--- config.mk ---
export PLATFORM = sky130hd
export DESIGN_NAME = rc_link_frame_parser_top
export DESIGN_NICKNAME = d
export VERILOG_FILES = /design/src/hdl/rclfp_pkg.sv /design/src/hdl/rclfp_frame_buf.sv /design/src/hdl/rc_link_frame_parser_top.sv
export SDC_FILE = /design/constraint.sdc
export NUM_CORES = 1
export LEC_CHECK = 0
export ABC_AREA = 1
export BUFFER_PORTS_ARGS = -buffer_cell sky130_fd_sc_hd__buf_2
export CAP_MARGIN = 20
export CORE_ASPECT_RATIO = 1.1
export CORE_MARGIN = 2
export CORE_UTILIZATION = 55
export DETAILED_ROUTE_END_ITERATION = 7
export GPL_TIMING_DRIVEN = 1
export PLACE_DENSITY = 0.71
export REMOVE_ABC_BUFFERS = 1
export SLEW_MARGIN = 20
export SYNTH_ARGS = -nofsm -noshare
export SYNTH_HDL_FRONTEND = slang
export SYNTH_SLANG_ARGS = --single-unit
--- constraint.sdc ---
create_clock -name clk -period 3.5 [get_ports clk]
set_input_delay 0.7 -clock clk [delete_from_list [all_inputs] [get_ports clk]]
set_output_delay 0.7 -clock clk [all_outputs]
set_load 0.03 [all_outputs]
--- src/hdl/rclfp_pkg.sv ---
// ----------------------------------------------------------------------------
// rclfp_pkg: shared constants and types of the RC link frame parser
// Frame buffer geometry, sync and kind codes, parse phases, write port type.
// ----------------------------------------------------------------------------
package rclfp_pkg;

  // frame buffer geometry
  localparam int BUFFER_BYTES  = 64;
  localparam int ADDR_W        = $clog2(BUFFER_BYTES);
  localparam int CHANNEL_COUNT = 16;
  localparam int CH_IDX_W      = $clog2(CHANNEL_COUNT);
  localparam int VALUE_W       = 11;

  // bytes holding the packed channel block, starting at frame byte 3
  localparam int FIRST_PAYLOAD = 3;
  localparam int UNPACK_BYTES  = (CHANNEL_COUNT * VALUE_W + 7) / 8;
  localparam int LEFT_W        = $clog2(UNPACK_BYTES + 1);

  // bit accumulator: up to VALUE_W-1 bits left plus one new byte
  localparam int ACC_W = VALUE_W + 7;
  localparam int CNT_W = $clog2(ACC_W + 1);

  // link codes
  localparam logic [7:0] SYNC_A        = 8'hC8;
  localparam logic [7:0] SYNC_B        = 8'hEE;
  localparam logic [7:0] SYNC_C        = 8'hEA;
  localparam logic [7:0] MAX_LENGTH    = 8'd62;
  localparam logic [7:0] MIN_LENGTH    = 8'd2;
  localparam logic [7:0] KIND_CHANNELS = 8'h16;

  // parse phases
  localparam logic [1:0] PH_SYNC    = 2'd0;
  localparam logic [1:0] PH_LEN     = 2'd1;
  localparam logic [1:0] PH_KIND    = 2'd2;
  localparam logic [1:0] PH_PAYLOAD = 2'd3;

  // buffer write port
  typedef struct packed {
    logic              en;
    logic [ADDR_W-1:0] addr;
    logic [7:0]        data;
  } buf_wr_t;

endpackage

--- src/hdl/rclfp_frame_buf.sv ---
// ----------------------------------------------------------------------------
// rclfp_frame_buf: frame byte buffer
// One write port, one registered read port. Per-entry valid bits make entries
// never written since reset read as zero.
// ----------------------------------------------------------------------------
module rclfp_frame_buf
  import rclfp_pkg::*;
(
  input  logic              clk,
  input  logic              rst_n,
  input  buf_wr_t           wr,
  input  logic              rd_en,
  input  logic [ADDR_W-1:0] rd_addr,
  output logic [7:0]        rd_data
);

  logic [7:0]              mem [BUFFER_BYTES];
  logic [BUFFER_BYTES-1:0] vld_r;
  logic [7:0]              rd_q_r;
  logic                    rd_vld_r;

  // storage write
  always_ff @(posedge clk) begin
    if (wr.en) begin
      mem[wr.addr] <= wr.data;
    end
  end

  // valid bits, cleared at reset
  always_ff @(posedge clk) begin
    if (!rst_n) begin
      vld_r <= '0;
    end else if (wr.en) begin
      vld_r[wr.addr] <= 1'b1;
    end
  end

  // registered read
  always_ff @(posedge clk) begin
    if (rd_en) begin
      rd_q_r   <= mem[rd_addr];
      rd_vld_r <= vld_r[rd_addr];
    end
  end

  assign rd_data = rd_vld_r ? rd_q_r : 8'h00;

endmodule

--- src/hdl/rc_link_frame_parser_top.sv ---
// ----------------------------------------------------------------------------
// rc_link_frame_parser_top: RC link frame parser
// Hunts sync, stores frames in a byte buffer and unpacks packed channel frames.
// ----------------------------------------------------------------------------
// Takes one received byte per cycle when in_tready is high. A frame is sync,
// length, type, then payload and CRC until length + 2 bytes are stored;
// lengths outside 2..62 drop back to sync hunting, the CRC is not checked.
// Frames of type 0x16 are read back from the frame buffer and produce a run
// of 16 words, one per channel, tlast on channel 15. The read-back reads 22
// buffer bytes through the buffer's single registered read port, each read
// followed by a step that adds the byte to the accumulator, and emits each
// channel word in a step of its own that output stalls hold; in_tready is
// low while buffer bytes are being read and, in a following frame's payload,
// until the previous run has put its last word in the output register; a
// byte is taken every cycle otherwise. The buffer reads as zero after reset.
module rc_link_frame_parser_top
  import rclfp_pkg::*;
(
  input  logic        clk,
  input  logic        rst_n,
  // input stream
  input  logic        in_tvalid,
  output logic        in_tready,
  input  logic [7:0]  in_tdata,   // [7:0] rx_byte
  // channel stream
  output logic        out_tvalid,
  input  logic        out_tready,
  output logic [15:0] out_tdata,  // [3:0] channel_index, [14:4] channel_value, [15] zero
  output logic        out_tlast   // last_channel
);

  // parser state
  logic [1:0] phase_r, phase_nxt;
  logic [7:0] len_r, len_nxt;
  logic [7:0] kind_r, kind_nxt;
  logic [6:0] wpos_r, wpos_nxt;

  // unpack engine state
  logic                run_r, run_nxt;
  logic [ADDR_W-1:0]   ptr_r, ptr_nxt;
  logic [LEFT_W-1:0]   left_r, left_nxt;
  logic                pend_r, pend_nxt;
  logic [ACC_W-1:0]    acc_r, acc_nxt;
  logic [CNT_W-1:0]    cnt_r, cnt_nxt;
  logic [CH_IDX_W-1:0] ch_r, ch_nxt;

  // output register
  logic                out_valid_r, out_valid_nxt;
  logic [CH_IDX_W-1:0] out_idx_r, out_idx_nxt;
  logic [VALUE_W-1:0]  out_val_r, out_val_nxt;
  logic                out_last_r, out_last_nxt;

  buf_wr_t    wr;
  logic       rd_en;
  logic [7:0] rd_data;
  logic       in_fire;
  logic       start;
  logic       rd_busy;
  logic       is_sync;
  logic [6:0] wpos_inc;
  logic       wr_ok;

  rclfp_frame_buf u_buf (
    .clk     (clk),
    .rst_n   (rst_n),
    .wr      (wr),
    .rd_en   (rd_en),
    .rd_addr (ptr_r),
    .rd_data (rd_data)
  );

  // input flow control
  assign rd_busy   = run_r && ((left_r != '0) || pend_r);
  assign in_tready = !run_r || (!rd_busy && (phase_r != PH_PAYLOAD));
  assign in_fire   = in_tvalid && in_tready;

  assign is_sync  = (in_tdata == SYNC_A) || (in_tdata == SYNC_B) || (in_tdata == SYNC_C);
  assign wpos_inc = wpos_r + 7'd1;
  assign wr_ok    = (wpos_r < 7'(BUFFER_BYTES));

  // frame parser
  always_comb begin
    phase_nxt = phase_r;
    len_nxt   = len_r;
    kind_nxt  = kind_r;
    wpos_nxt  = wpos_r;
    wr.en     = 1'b0;
    wr.addr   = wpos_r[ADDR_W-1:0];
    wr.data   = in_tdata;
    start     = 1'b0;
    if (in_fire) begin
      unique case (phase_r)
        PH_SYNC: begin
          if (is_sync) begin
            wr.en     = 1'b1;
            wr.addr   = '0;
            wpos_nxt  = 7'd1;
            phase_nxt = PH_LEN;
          end
        end
        PH_LEN: begin
          len_nxt   = in_tdata;
          wr.en     = wr_ok;
          wpos_nxt  = wpos_inc;
          phase_nxt = ((in_tdata > MAX_LENGTH) || (in_tdata < MIN_LENGTH)) ? PH_SYNC : PH_KIND;
        end
        PH_KIND: begin
          kind_nxt  = in_tdata;
          wr.en     = wr_ok;
          wpos_nxt  = wpos_inc;
          phase_nxt = PH_PAYLOAD;
        end
        default: begin
          wr.en    = wr_ok;
          wpos_nxt = wpos_inc;
          if ({1'b0, wpos_inc} == (len_r + 8'd2)) begin
            phase_nxt = PH_SYNC;
            start     = (kind_r == KIND_CHANNELS);
          end
        end
      endcase
    end
  end

  // channel unpack engine: read a byte, append to accumulator, emit 11 bits
  always_comb begin
    run_nxt       = run_r;
    ptr_nxt       = ptr_r;
    left_nxt      = left_r;
    pend_nxt      = pend_r;
    acc_nxt       = acc_r;
    cnt_nxt       = cnt_r;
    ch_nxt        = ch_r;
    rd_en         = 1'b0;
    out_valid_nxt = out_valid_r && !out_tready;
    out_idx_nxt   = out_idx_r;
    out_val_nxt   = out_val_r;
    out_last_nxt  = out_last_r;
    if (start) begin
      run_nxt  = 1'b1;
      ptr_nxt  = ADDR_W'(FIRST_PAYLOAD);
      left_nxt = LEFT_W'(UNPACK_BYTES);
      pend_nxt = 1'b0;
      acc_nxt  = '0;
      cnt_nxt  = '0;
      ch_nxt   = '0;
    end else if (run_r) begin
      priority if (pend_r) begin
        acc_nxt  = acc_r | (ACC_W'(rd_data) << cnt_r);
        cnt_nxt  = cnt_r + CNT_W'(8);
        pend_nxt = 1'b0;
      end else if (cnt_r >= CNT_W'(VALUE_W)) begin
        if (!out_valid_r || out_tready) begin
          out_valid_nxt = 1'b1;
          out_idx_nxt   = ch_r;
          out_val_nxt   = acc_r[VALUE_W-1:0];
          out_last_nxt  = (ch_r == CH_IDX_W'(CHANNEL_COUNT - 1));
          acc_nxt       = acc_r >> VALUE_W;
          cnt_nxt       = cnt_r - CNT_W'(VALUE_W);
          ch_nxt        = ch_r + 1'b1;
          if (ch_r == CH_IDX_W'(CHANNEL_COUNT - 1)) begin
            run_nxt = 1'b0;
          end
        end
      end else if (left_r != '0) begin
        rd_en    = 1'b1;
        ptr_nxt  = ptr_r + 1'b1;
        left_nxt = left_r - 1'b1;
        pend_nxt = 1'b1;
      end
    end
  end

  // control registers
  always_ff @(posedge clk) begin
    if (!rst_n) begin
      phase_r     <= PH_SYNC;
      len_r       <= '0;
      kind_r      <= '0;
      wpos_r      <= '0;
      run_r       <= 1'b0;
      pend_r      <= 1'b0;
      left_r      <= '0;
      cnt_r       <= '0;
      ch_r        <= '0;
      out_valid_r <= 1'b0;
    end else begin
      phase_r     <= phase_nxt;
      len_r       <= len_nxt;
      kind_r      <= kind_nxt;
      wpos_r      <= wpos_nxt;
      run_r       <= run_nxt;
      pend_r      <= pend_nxt;
      left_r      <= left_nxt;
      cnt_r       <= cnt_nxt;
      ch_r        <= ch_nxt;
      out_valid_r <= out_valid_nxt;
    end
  end

  // datapath registers
  always_ff @(posedge clk) begin
    ptr_r      <= ptr_nxt;
    acc_r      <= acc_nxt;
    out_idx_r  <= out_idx_nxt;
    out_val_r  <= out_val_nxt;
    out_last_r <= out_last_nxt;
  end

  assign out_tvalid = out_valid_r;
  assign out_tdata  = {1'b0, out_val_r, out_idx_r};
  assign out_tlast  = out_last_r;

endmodule

==> impl_summary.txt <==
----------------------------------------------------
[Critical path]
  Endpoint of the worst-slack reg-to-reg timing path ... u_buf.rd_q_r[0]
  Reg-to-reg slack, setup ... 830 ps
  Ordered list of cells on the worst path ... buf_4 -> nand2_1 -> inv_2 -> nand2_1 -> nand4_1 -> nand3_1 -> nand2_1
  Required time worst endpoint ... 3950 ps
  Worst setup path category ... reg -> reg
  Total stage count of the critical path ... 7
  Standard cell with the maximum stage delay on the critical path ... dfxtp_2
  Maximum fanout along the worst path ... 41
  Delay contributed by the slowest stage of the critical path ... 570 ps
  Arrival time reported for the critical path endpoint ... 3120 ps
  Critical path launch point type ... flop
  Number of cells on the worst reg-to-reg path ... 7
  Gate family responsible for the most delay along the worst path ... buffers and inverters
  Origin of the critical flop-to-flop path ... ptr_r[2]
  CP bufs+invs ... 2
  Type of destination of the critical path ... flop
  Critical path's most frequent cell ... nand2_1

[Route]
  DRC violation total after the first TritonRoute iteration ... 2488
  Via-per-instance ratio ... 5.977
  Detail-routed net length per standard cell ... 22.02 um
  Count of nets left with antenna violations after detail routing ... 0
  Routed wire length ... 71650 um
  Post-route DRC ... 0
  Count of vias placed by the detailed router ... 19450
  Number of detailed-routing iterations run before antenna repair ... 6

[Worst hold path]
  Type of the most critical hold path ... reg -> reg
  Hold Startpoint ... acc_r[2]
  Cell depth of the worst hold path ... 0
  Endpoint with the worst hold slack ... out_val_r[2]

[CTS]
  Clk Latency, worst-skew pair ... 600 ps
  Number of post-CTS setup repair buffers ... 0
  Maximum count of clock buffers along a single path ... 3
  # clock sinks ... 667
  Total number of H-tree levels ... 3
  Root cell of the clock tree ... clkbuf_16
  CTS buffer count ... 68
  Clock tree from TritonCTS ... yes
  Clock transition at the register clock pins on the worst setup and hold paths after CTS ... 60 ps
  Quantity of hold-fixing buffers added after cts ... 0
  Number of gates resized after CTS ... 0

[Global routing]
  First-pass GRT wire length ... 109200 um
  Maximum number of pins on one net before global-route repair ... 178
  Via count of the first global-routing pass ... 19070
  Initial antenna violation count ... 0
  GRT Resource Usage Total ... 0.2778
  GRT overflow ... 0

[Synth]
  Share of synthesized area spent on multiplexers ... 0.0003631
  Post-synth top area share ... 0.5850
  Post-synthesis share of cell area spent on full adders, half adders and majority gates ... 0.005901
  Seq/Total Area, Yosys ... 0.6794
  Proportion of register bits with asynchronous set or reset after synthesis ... 0
  Main combinational cell family by area after synthesis ... simple AND/OR/NAND/NOR gates
  Top_reg_cell synth ... edfxtp_1
  Parity-gate share of the synthesized area counting xor and xnor cells ... 0.003177
  Mapped Area ... 27570 um2
  Cell type with the highest aggregate area in the netlist ... edfxtp_1
  Synth Register Bits ... 667
  Basic-gate share of the synthesized area counting and, or, nand and nor cells ... 0.1341
  Number of enable flip-flop cells after synthesis ... 537
  Commonest cells in the netlist ... edfxtp_1 (537), nor2_1 (377), o21ai_0 (328), nand2_1 (310), inv_1 (179)
  Most used standard cell by instance count after synthesis ... edfxtp_1
  Warnings, synthesis ... 0
  Share of the synthesized area in compound gates (AO/OA/AOI/OAI) ... 0.1275
  Avg Synthesized Cell Area ... 10.86 um2
  Distinct cells, synth ... 48
  Cells after Synth ... 2538
  Cell types occupying the most area after synthesis ... edfxtp_1 (58%), dfxtp_1 (9.4%), o21ai_0 (6.0%)

[Final layout]
  Number of nets in the finished design ... 2565
  Share of final-layout standard cells stronger than drive strength 1 ... 0.09059
  Core utilization of the finished layout ... 0.6177
  Final Instance Area ... 30770 um2
  Count of antenna diodes in the layout ... 0
  Area growth syn-to-layout ... 11.64%

[Pwr]
  Worst vdd ir ... 373.7 uV
  Reported leakage power ... 10.70 nW
  Post-route total power ... 16.22 mW
  Total power density per cell area ... 527.2 nW/um2

[STA]
  Transition time of the tightest slew-check pin ... 1075 ps
  Fmax ... 374.4 MHz
  Endpoints failing hold ... 0
  Number of setup violations in the final report ... 0
  Max-slew headroom ... 0.2827
  Time the worst path needs with I/O delays and setup ... 2671 ps
  Setup repair after global routing missed its margin ... false
  Slew Viols, Final ... 0
  Final period utilization ... 0.7631
  Worst Clk Skew ... 24.24 ps

[Outcome]
  Outcome ... finished, final reports clean

[Die]
  Top Ports ... 31
  Vertical extent of the die ... 238.8 um
  Placeable Area ... 49820 um2
  Initial Utilization ... 0.5533
  Die area ... 51930 um2
  Horiz. Die Dim ... 217.5 um
  FP Rows ... 86

[Placed design]
  Routability-driven placement congestion ratio ... 0.8930
  Placed Instance Area ... 28460 um2
  Sum of net half-perimeters after detailed placement ... 43370 um
  PortBufs ... 29

[Job]
  Max capacitance violation total ... 0

----------------------------------------------------
==> worst reg2reg max path: stages (launching register included) <==
cell and delay (ps):
dfxtp_2 570, buf_4 530, nand2_1 160, inv_2 550
nand2_1 130, nand4_1 240, nand3_1 210, nand2_1 140
==> area by class of cell <==
class	count	area, um2
clock inverter	28	334.1
tap	660	825.8
sequential	667	18740
inverter	196	740.7
multi-input combinational	1529	7478
clock buffer	96	1983
fill	3811	19050
timing repair buffer	78	675.6
==> routing by layer <==
layer	share of wire	up-vias	routed length (um)	global-route usage
met1	0.40	9412	28600	0.3636
met5	0	-	0	0
met3	0.082	151	5877	0.05216
met2	0.48	923	34670	0.4589
li1	-	8963	-	-
met4	0.035	0	2503	0.1121
==> cells by family (layout without fill, tap and decap cells) <==
logic type	Yosys count	count (layout)
and+or+nand+nor	876	876
DFF	667	667
AOI/OAI and AO/OA	628	628
buffers and inverters	342	398
adders and majority gates	13	13
xor gates and xnor gates	10	10
other	1	1
muxes	1	1
==> state kept, by name (all words and copies together), names as in the netlist <==
register        count
u_buf.rd_vld_r      1
kind_r              8
ch_r                4
u_buf.rd_q_r        8
out_idx_r           4
u_buf.vld_r        64
left_r              5
wpos_r              7
out_val_r          11
acc_r              18
u_buf.mem         512
ptr_r               6
run_r               1
out_tlast           1
pend_r              1
len_r               8
phase_r             2
out_tvalid          1
cnt_r               5
==> placed cells by master, fill, tap and decap left out, types with 44 or more instances in the layout <==
cell type,instances
a21oi_1,123
clkbuf_16,73
o211ai_1,44
nor2_1,375
dfxtp_1,127
nand3_1,110
edfxtp_1,537
inv_1,177
o21ai_0,328
nand2_1,310
o22ai_1,81
==> report_power, final <==
group	internal, mW	switching (mW)
logic	0.0265	0.185
registers	8.55	0.00169
clock network	4.48	2.98
==> through the flow <==
stage / setup TNS (ps) / worst slack (ps) / std cells / hold slack (ps)
2_1_floorplan: -93630 / -8455 / 2392 / 408.8
3_3_place_gp: 0 / 370.2 / 3130 / 415.2
3_5_place_dp: 0 / 367.5 / 3130 / 425.0
4_1_cts: 0 / 880.6 / 3254 / 438.9
5_1_grt: 0 / 648.4 / 3254 / 454.6
6_report: 0 / 829.1 / 3254 / 437.1
==> worst max-delay path by stage <==
stage               slack [ps]               end   startpoint
finish                     830   u_buf.rd_q_r[0]     ptr_r[2]
global route               650     out_val_r[10]    wpos_r[0]
CTS                        880     out_val_r[10]    wpos_r[0]
detailed placement         370  u_buf.mem[60][3]  in_tdata[7]
global placement           370   u_buf.mem[4][7]  in_tdata[7]
floorplan                -8460   u_buf.rd_q_r[1]     ptr_r[0]
(Power assumes the default switching activity.)
